### config.mk
export PLATFORM = sky130hd
export DESIGN_NAME = ecpq_cell
export DESIGN_NICKNAME = d
export VERILOG_FILES = /design/src/hdl/ecpq_pkg.sv /design/src/hdl/ecpq_cell.sv
export SDC_FILE = /design/constraint.sdc
export NUM_CORES = 1
export LEC_CHECK = 0
export BUFFER_PORTS_ARGS = -buffer_cell sky130_fd_sc_hd__buf_2
export CELL_PAD_IN_SITES_DETAIL_PLACEMENT = 0
export CELL_PAD_IN_SITES_GLOBAL_PLACEMENT = 2
export CORE_UTILIZATION = 29
export DETAILED_ROUTE_END_ITERATION = 10
export GPL_ROUTABILITY_DRIVEN = 0
export PLACE_DENSITY_LB_ADDON = 0.2
export SLEW_MARGIN = 0
export SYNTH_ARGS = -nofsm -noshare
export SYNTH_HDL_FRONTEND = slang
export SYNTH_SLANG_ARGS = --single-unit
### constraint.sdc
create_clock -name clk -period 6.5 [get_ports clk]
set_input_delay 1.3 -clock clk [delete_from_list [all_inputs] [get_ports clk]]
set_output_delay 1.3 -clock clk [all_outputs]
set_load 0.005 [all_outputs]
### src/hdl/ecpq_pkg.sv
// Package for the event calendar: sizes, queue entry and cell control types.
package ecpq_pkg;

  localparam int QUEUE_DEPTH = 64;
  localparam int COUNT_W = $clog2(QUEUE_DEPTH + 1);
  localparam int TIME_W = 32;
  localparam int DELAY_W = 16;
  localparam int EVENT_W = 8;

  typedef enum logic {
    OP_SCHEDULE = 1'b0,
    OP_POP      = 1'b1
  } opcode_t;

  typedef struct packed {
    logic [TIME_W-1:0]  tstamp;
    logic [EVENT_W-1:0] code;
  } entry_t;

  // Broadcast to every cell in the chain for the current item.
  typedef struct packed {
    logic   pop;
    logic   ins;
    entry_t new_entry;
  } cell_ctrl_t;

endpackage

### src/hdl/ecpq_cell.sv
// One slot of the sorted chain: holds an entry and shifts it toward either neighbor.
module ecpq_cell
  import ecpq_pkg::*;
(
  input  logic       clk,
  input  cell_ctrl_t ctrl,
  input  logic       occ,
  input  entry_t     left_data,
  input  logic       left_take,
  input  entry_t     right_data,
  output entry_t     data,
  output logic       take
);

  entry_t data_next;

  // A cell yields its slot when it is empty or holds a strictly later time,
  // so equal times keep their scheduling order.
  assign take = !occ || (data.tstamp > ctrl.new_entry.tstamp);

  always_comb begin
    data_next = data;
    if (ctrl.pop) begin
      data_next = right_data;
    end else if (ctrl.ins) begin
      if (take && !left_take) begin
        data_next = ctrl.new_entry;
      end else if (take) begin
        data_next = left_data;
      end
    end
  end

  always_ff @(posedge clk) begin
    data <= data_next;
  end

endmodule

==> impl_table.tex, run 1 <==
\begin{tabular}{lr}
\hline
Metric & Value \\
\hline
\multicolumn{2}{l}{\textbf{Clock network}} \\
\quad Setup Buffers After CTS & 0 \\
\quad Sinks on the clock net & 40 \\
\quad Number of buffers on the longest clock path & 2 \\
\quad Clock tree from TritonCTS & built \\
\quad TritonCTS Buffers & 5 \\
\quad Post\_cts resized & 0 \\
\quad Maximum level of the CTS H-tree & 2 \\
\quad Clock insertion delay at the later pin of the skew report & roughly 0.28 ns \\
\quad Buffer cell driving the clock tree root & sky130\_fd\_sc\_hd\_\_clkbuf\_16 \\
\quad Reg clk slew, reported paths & around 0.06 ns \\
\quad CTS hold repair buffers & 0 \\
\multicolumn{2}{l}{\textbf{STA}} \\
\quad Final Max Tran Viols & 0 \\
\quad Unrepaired setup endpoints after global routing & no \\
\quad Final hold vios & 0 \\
\quad Summed negative setup slack over all endpoints & 0 ns \\
\quad F\_max & 228.4 MHz \\
\quad Number of setup violations in the final report & 0 \\
\quad Period Utilization, post-route & 0.6737 \\
\quad Worst Skew & 0.005793 ns \\
\quad Slew HR & 0.3071 \\
\quad Clock period minus final worst setup slack & 4.379 ns \\
\quad Transition time at the pin with the least slew margin & a little over 1 ns \\
\multicolumn{2}{l}{\textbf{Layout}} \\
\quad Final std cells w/o fill & roughly 640 \\
\quad Design Area, Final & 0.004343 mm\^{}2 \\
\quad Flip-flop count of the largest register, all copies and words added & 40 \\
\quad Number of antenna repair diodes & 0 \\
\quad Layout cells sized above 1 & 0.5313 \\
\quad Largest register by flop count & data \\
\quad NumNets Final & $\sim$650 \\
\quad Largest registers in the final layout & data: 40 flops \\
\quad Synth-to-layout area growth & 30.29\% \\
\multicolumn{2}{l}{\textbf{Worst hold path}} \\
\quad Worst Hold End & data[38] \\
\quad Tightest Hold Check Type & reg -> reg \\
\quad Launch instance of the worst min-delay path & data[39] \\
\quad Worst Hold Path Cells & 6 \\
\multicolumn{2}{l}{\textbf{Die}} \\
\quad Floorplan die width & about 110 um \\
\quad Floorplan die height & around 110 um \\
\quad Number of placement rows & 38 \\
\quad Placeable core region & $\sim$0.011 mm\^{}2 \\
\quad Die outline area & around 0.012 mm\^{}2 \\
\quad Number of top-level pins & around 170 \\
\quad Effective utilization at floorplan & 0.3022 \\
\multicolumn{2}{l}{\textbf{Power and ir drop}} \\
\quad Pwr per Cell Area & 191.4 mW/mm\^{}2 \\
\quad Leakage power figure & roughly 2 nW \\
\quad Part of the total power dissipated in combinational logic & 0.302 \\
\quad Total power draw & roughly 0.00083 W \\
\quad Switching share of total power & 0.3074 \\
\quad Relative contribution of sequential cells to total power & 0.406 \\
\quad NetSw & 0.0002556 W \\
\quad Maximum ir drop on the vdd rail & a little under 0.0001 V \\
\quad Clk pwr share & 0.292 \\
\quad Cell internal power dissipation & 0.0005757 W \\
\multicolumn{2}{l}{\textbf{Logic synthesis}} \\
\quad Area share of the largest cell type after synthesis & 0.3604 \\
\quad Library cell with the largest summed area after synthesis & sky130\_fd\_sc\_hd\_\_edfxtp\_1 \\
\quad Largest cells by area after synthesis & sky130\_fd\_sc\_hd\_\_edfxtp\_1, sky130\_fd\_sc\_hd\_\_a21oi\_2, sky130\_fd\_sc\_hd\_\_ha\_1 \\
\quad Synthesized area divided by synthesized cell count & just under 10 um\^{}2 \\
\quad Part of the Yosys area used for sequential elements & 0.3604 \\
\quad Number of synthesized register bits & 40 \\
\quad Area of the mapped netlist & approximately 0.0033 mm\^{}2 \\
\quad Prevailing post-synth register cell & sky130\_fd\_sc\_hd\_\_edfxtp\_1 \\
\quad Cell count after synthesis & around 340 \\
\quad Async set-reset flop share out of synthesis & 0 \\
\quad Number of flops mapped to enable cells by yosys & 40 \\
\quad Unique masters post-synth & 30 \\
\quad Total number of yosys warnings & 0 \\
\quad Total nets after synthesis & 495 \\
\multicolumn{2}{l}{\textbf{Setup path}} \\
\quad Source of the worst register-to-register timing path & data[38] \\
\quad Reg-to-Reg End & data[18] \\
\quad Startpoint types & input port \\
\quad Sort of element at the end of the critical path & output port \\
\quad Worst reg2reg path depth & 7 \\
\quad Peak fanout along the critical path & 4 \\
\quad Register-to-register setup slack & 3.35 ns \\
\quad Worst EP arrival & between 3 and 4 ns \\
\quad Worst setup path category & in -> out \\
\quad Required time of the critical path & around 5.2 ns \\
\multicolumn{2}{l}{\textbf{Drt}} \\
\quad Initial detailed-routing violation count & 90 \\
\quad Count of vias placed by the detailed router & between 2000 and 3000 \\
\quad WL per Instance & around 14 um \\
\quad Number of DRC violations after detailed routing & 0 \\
\quad Via density & $\sim$4.6 \\
\quad Total Routed Length & just under 9 mm \\
\quad Pre-antenna DRT Iters & 4 \\
\quad Number of nets with antenna violations after detailed routing & 0 \\
\multicolumn{2}{l}{\textbf{Run}} \\
\quad Count of max-cap constraint violations & 0 \\
\multicolumn{2}{l}{\textbf{Place}} \\
\quad Area after detailed placement & roughly 0.0042 mm\^{}2 \\
\quad Post-Place Cells & between 600 and 700 \\
\quad Post-DP HPWL & roughly 6.5 mm \\
\quad Total of buffers placed on input and output ports & about 170 \\
\multicolumn{2}{l}{\textbf{GRT}} \\
\quad Busiest layer in global routing & met2 \\
\quad Total overflow reported by the global router & 0 \\
\quad Global-route total usage across every layer & 0.1529 \\
\quad Met2 usage & 0.2556 \\
\quad Number of global-route vias before repair & about 2900 \\
\quad First-pass GRT wire length & $\sim$14 mm \\
\quad Met1 routing resource usage after global routing & 0.2001 \\
\quad Number of antenna violations at the first check in global routing & 1 \\
\quad Global Route met3 Usage & 0.03766 \\
\quad Largest net degree at the start of global routing & $\sim$80 \\
\multicolumn{2}{l}{\textbf{Run status}} \\
\quad Run status & finished, final reports clean \\
\hline
\end{tabular}
## synth_stat cells, types with 2 or more instances
master                     number
sky130_fd_sc_hd__edfxtp_1      40
sky130_fd_sc_hd__nand4_1        8
sky130_fd_sc_hd__buf_2          4
sky130_fd_sc_hd__nand2_1       48
sky130_fd_sc_hd__a21o_1         4
sky130_fd_sc_hd__clkbuf_1       5
sky130_fd_sc_hd__buf_4          4
sky130_fd_sc_hd__a21oi_2       81
sky130_fd_sc_hd__a21oi_1       12
sky130_fd_sc_hd__nor2_1         2
sky130_fd_sc_hd__inv_1         33
sky130_fd_sc_hd__nor2b_1       40
sky130_fd_sc_hd__ha_1          32
sky130_fd_sc_hd__nand3_1        4
sky130_fd_sc_hd__buf_12         4
sky130_fd_sc_hd__o21ai_0        3
## metal layers
metal | up-vias | wire length [um]
met3 | 6 | 565
met4 | 2 | 48
li1 | 1494 | -
met5 | - | 13
met1 | 1340 | 4216
met2 | 93 | 4091
## worst max-delay path: stages
cell	delay, ns
sky130_fd_sc_hd__buf_2	0.10
sky130_fd_sc_hd__inv_1	0.04
sky130_fd_sc_hd__ha_1	0.30
sky130_fd_sc_hd__nand4_1	0.22
sky130_fd_sc_hd__nor4_2	0.49
sky130_fd_sc_hd__o41a_2	0.30
sky130_fd_sc_hd__o21ai_0	0.11
sky130_fd_sc_hd__nand2_1	0.09
sky130_fd_sc_hd__buf_2	0.13
## cell type report
| cell class | count | area, um^2 |
|---|---|---|
| clock inverter | 3 | 13.76 |
| tap | 140 | 175.2 |
| timing repair buffer | 166 | 835.8 |
| fill | 1184 | 6688 |
| multi-input combinational | 248 | 1868 |
| sequential | 40 | 1201 |
| clock buffer | 5 | 125.1 |
| inverter | 33 | 123.9 |
## logic make-up after synthesis
| logic type | share of synthesized area |
|---|---|
| AOI/OAI and AO/OA | 0.2695 |
| adders and majority gates | 0.1201 |
| buffers and inverters | 0.08183 |
| DFF | 0.3604 |
| and+or+nand+nor | 0.1682 |
## placed cells by master, fill, tap and decap left out, types with 2 or more instances in the layout
| cell | synthesis | routed |
|---|---|---|
| sky130_fd_sc_hd__nor2b_1 | 40 | 40 |
| sky130_fd_sc_hd__a21oi_2 | 81 | 81 |
| sky130_fd_sc_hd__a21o_1 | 4 | 3 |
| sky130_fd_sc_hd__ha_1 | 32 | 32 |
| sky130_fd_sc_hd__nand4_1 | 8 | 8 |
| sky130_fd_sc_hd__a21oi_1 | 12 | 12 |
| sky130_fd_sc_hd__nor2_1 | 2 | 2 |
| sky130_fd_sc_hd__clkbuf_16 | 0 | 5 |
| sky130_fd_sc_hd__edfxtp_1 | 40 | 40 |
| sky130_fd_sc_hd__nand3_1 | 4 | 4 |
| sky130_fd_sc_hd__inv_1 | 33 | 33 |
| sky130_fd_sc_hd__nand2_1 | 48 | 48 |
| sky130_fd_sc_hd__buf_2 | 4 | 164 |
| sky130_fd_sc_hd__buf_4 | 4 | 2 |
| sky130_fd_sc_hd__o21ai_0 | 3 | 3 |
| sky130_fd_sc_hd__clkinv_2 | 0 | 2 |
## power groups by stage
stage                     clock network, W  registers (W)  logic (W)
after floorplan                          0       0.000344   0.000159
after global placement                   0       0.000342   0.000254
after detailed placement                 0       0.000343   0.000257
after CTS                         0.000252       0.000338   0.000258
after global routing              0.000263       0.000340   0.000287
final                             0.000243       0.000337   0.000251
## through the flow
step / util / worst slack, ns / hold slack [ns]
3_3_place_gp: 0.3811 / 2.034 / 1.209
4_1_cts: 0.3937 / 2.056 / 1.241
3_5_place_dp: 0.3811 / 2.060 / 1.236
5_1_grt: 0.3937 / 1.921 / 1.319
2_1_floorplan: - / 2.550 / 1.174
6_report: 0.3937 / 2.121 / 1.221
## worst max-delay path by stage
stage,start,endpoint,slack (ns)
after floorplan,ctrl[17],take,2.55
after CTS,ctrl[38],take,2.06
after global placement,ctrl[38],take,2.03
after detailed placement,ctrl[38],take,2.06
final,ctrl[38],take,2.12
after global routing,ctrl[38],take,1.92
Power figures use the tool's default switching activity.
==> run 2: changes to the inputs <==
- CORE_UTILIZATION: 29 -> 26
- clock period: 6.5 -> 4.6 ns (I/O delays scaled with it)
==> impl_table.tex, run 2 (synthesis gave the netlist of run 1 again) <==
\begin{tabular}{lr}
\hline
Metric & Value \\
\hline
\multicolumn{2}{l}{\textbf{Run status}} \\
\quad Run status & finished, final reports clean \\
\multicolumn{2}{l}{\textbf{Layout}} \\
\quad Number of antenna repair diodes & 0 \\
\quad Synth-to-layout area growth & 33.26\% \\
\quad Final core occ & 0.3622 \\
\quad NumNets Final & about 650 \\
\quad Final std cells w/o fill & 666 \\
\quad Most frequent cells in the layout & sky130\_fd\_sc\_hd\_\_buf\_2, sky130\_fd\_sc\_hd\_\_a21oi\_2, sky130\_fd\_sc\_hd\_\_nand2\_1 \\
\quad Design Area, Final & $\sim$0.0044 mm\^{}2 \\
\quad Layout cells sized above 1 & 0.5361 \\
\quad Flip-flop count of the largest register, all copies and words added & 40 \\
\quad Most common library cell in the layout ignoring fill and taps & sky130\_fd\_sc\_hd\_\_buf\_2 \\
\quad Count of filler cells inserted in the layout & 1297 \\
\quad Largest register by flop count & data \\
\quad Largest registers in the final layout & data: 40 flops \\
\multicolumn{2}{l}{\textbf{Setup path}} \\
\quad Startpoint types & input port \\
\quad Worst reg2reg path depth & 8 \\
\quad Source of the worst register-to-register timing path & data[38] \\
\quad Sort of element at the end of the critical path & output port \\
\quad Register-to-register setup slack & about 1.7 ns \\
\quad Reg-to-Reg End & data[18] \\
\quad Worst setup path category & in -> out \\
\quad Worst EP arrival & 2.68 ns \\
\quad Required time of the critical path & 3.68 ns \\
\quad Peak fanout along the critical path & 4 \\
\multicolumn{2}{l}{\textbf{GRT}} \\
\quad First-pass GRT wire length & $\sim$14 mm \\
\quad Number of global-route vias before repair & slightly below 3000 \\
\quad Total overflow reported by the global router & 0 \\
\quad Global-route total usage across every layer & 0.1384 \\
\quad Number of antenna violations at the first check in global routing & 0 \\
\quad Largest net degree at the start of global routing & approximately 50 \\
\multicolumn{2}{l}{\textbf{Place}} \\
\quad Worst slack after detailed placement & 0.9278 ns \\
\quad Total of buffers placed on input and output ports & between 150 and 200 \\
\quad Post-Place Cells & 658 \\
\quad Post-DP HPWL & just over 7 mm \\
\quad Area after detailed placement & 0.004274 mm\^{}2 \\
\multicolumn{2}{l}{\textbf{STA}} \\
\quad Transition time at the pin with the least slew margin & a little over 0.8 ns \\
\quad Final hold vios & 0 \\
\quad Summed negative setup slack over all endpoints & 0 ns \\
\quad Period Utilization, post-route & 0.7816 \\
\quad Least setup slack across all paths after layout & approximately 1 ns \\
\quad Worst Skew & between 0.008 and 0.009 ns \\
\quad Unrepaired setup endpoints after global routing & no \\
\quad F\_max & 278.1 MHz \\
\quad Slew HR & 0.4455 \\
\quad Number of setup violations in the final report & 0 \\
\quad Final Max Tran Viols & 0 \\
\quad Clock period minus final worst setup slack & 3.595 ns \\
\multicolumn{2}{l}{\textbf{Power and ir drop}} \\
\quad Leakage power figure & 2.033 nW \\
\quad Maximum ir drop on the vdd rail & 0.0001771 V \\
\quad Pwr per Cell Area & 279.1 mW/mm\^{}2 \\
\multicolumn{2}{l}{\textbf{Drt}} \\
\quad Number of nets with antenna violations after detailed routing & 0 \\
\quad Total Routed Length & around 9 mm \\
\quad Pre-antenna DRT Iters & 5 \\
\quad Initial detailed-routing violation count & 77 \\
\quad Via density & 4.380 \\
\quad WL per Instance & 13.69 um \\
\quad Number of DRC violations after detailed routing & 0 \\
\quad Count of vias placed by the detailed router & approximately 3000 \\
\multicolumn{2}{l}{\textbf{Worst hold path}} \\
\quad Worst Hold Path Cells & 3 \\
\quad Tightest Hold Check Type & in -> reg \\
\quad Launch instance of the worst min-delay path & right\_data[8] \\
\quad Worst Hold End & data[8] \\
\multicolumn{2}{l}{\textbf{Die}} \\
\quad Number of top-level pins & around 170 \\
\quad Die outline area & 0.01328 mm\^{}2 \\
\quad Floorplan die height & roughly 120 um \\
\quad Placeable core region & between 0.01 and 0.015 mm\^{}2 \\
\quad Effective utilization at floorplan & 0.2718 \\
\quad Number of placement rows & 40 \\
\quad Floorplan die width & 115.2 um \\
\multicolumn{2}{l}{\textbf{Clock network}} \\
\quad Reg clk slew, reported paths & $\sim$0.060 ns \\
\quad Sinks on the clock net & 40 \\
\quad Clock tree from TritonCTS & built \\
\quad Buffer cell driving the clock tree root & sky130\_fd\_sc\_hd\_\_clkbuf\_16 \\
\quad Clock insertion delay at the later pin of the skew report & around 0.29 ns \\
\quad Maximum level of the CTS H-tree & 2 \\
\quad TritonCTS Buffers & 5 \\
\quad Setup Buffers After CTS & 0 \\
\quad Post\_cts resized & 0 \\
\quad Number of buffers on the longest clock path & 2 \\
\quad CTS hold repair buffers & 0 \\
\multicolumn{2}{l}{\textbf{Run}} \\
\quad Count of max-cap constraint violations & 0 \\
\hline
\end{tabular}
[run 2: changes by cell type in the layout (fill, tap and decap cells not counted), sizes merged]
cell	before	now
clkinv	3	1
buf	166	169
bufinv	0	1
clkinvlp	0	1
[run 2: metrics by stage]
| stage | hold WS (ns) | power [W] |
|---|---|---|
| 6_report | 0.9398 | 0.001240 |
| 5_1_grt | 0.9437 | 0.001320 |
| 4_1_cts | 0.9380 | 0.001264 |
| 3_5_place_dp | 1.199 | 0.0008566 |
| 3_3_place_gp | 1.181 | 0.0008547 |
| 2_1_floorplan | 1.142 | 0.0007107 |
[run 2: area by class of cell]
class / instances / area (um^2) / area share
multi-input combinational: 248 / 1868 / 0.4206
clock buffer: 5 / 125.1 / 0.02817
clock inverter: 3 / 42.54 / 0.009577
tap: 168 / 210.2 / 0.04732
inverter: 33 / 123.9 / 0.02789
sequential: 40 / 1201 / 0.2704
timing repair buffer: 169 / 870.8 / 0.1961
[run 2: report_power, final]
part | total [W] | internal (W) | switching, W
Clock | 0.000400 | 0.000255 | 0.000145
Sequential | 0.000475 | 0.000455 | 0.0000197
Combinational | 0.000365 | 0.000164 | 0.000201
[run 2: worst max path at each step]
stage / endpoint / slack (ns) / start
2_1_floorplan: data[0] / 1.10 / ctrl[22]
3_3_place_gp: take / 0.93 / ctrl[38]
3_5_place_dp: data[10] / 0.93 / ctrl[38]
4_1_cts: take / 0.94 / ctrl[38]
5_1_grt: take / 0.83 / ctrl[38]
6_report: take / 1.00 / ctrl[38]
[run 2: critical path, stage by stage]
cell	delay (ns)
sky130_fd_sc_hd__buf_2	0.10
sky130_fd_sc_hd__inv_1	0.04
sky130_fd_sc_hd__ha_1	0.30
sky130_fd_sc_hd__nand4_1	0.21
sky130_fd_sc_hd__nor4_2	0.48
sky130_fd_sc_hd__o41a_2	0.29
sky130_fd_sc_hd__o21ai_0	0.10
sky130_fd_sc_hd__nand2_1	0.11
sky130_fd_sc_hd__buf_2	0.12
[run 2: per-layer routing]
metal  part of all wire  vias up  GRT usage  wire, um
met2               0.48       95     0.2422      4381
met5                  0        -          0         0
met3              0.061        5    0.03163       556
li1                   -     1500          -         -
met1               0.45     1317     0.1738      4111
met4             0.0071        0    0.02857        65
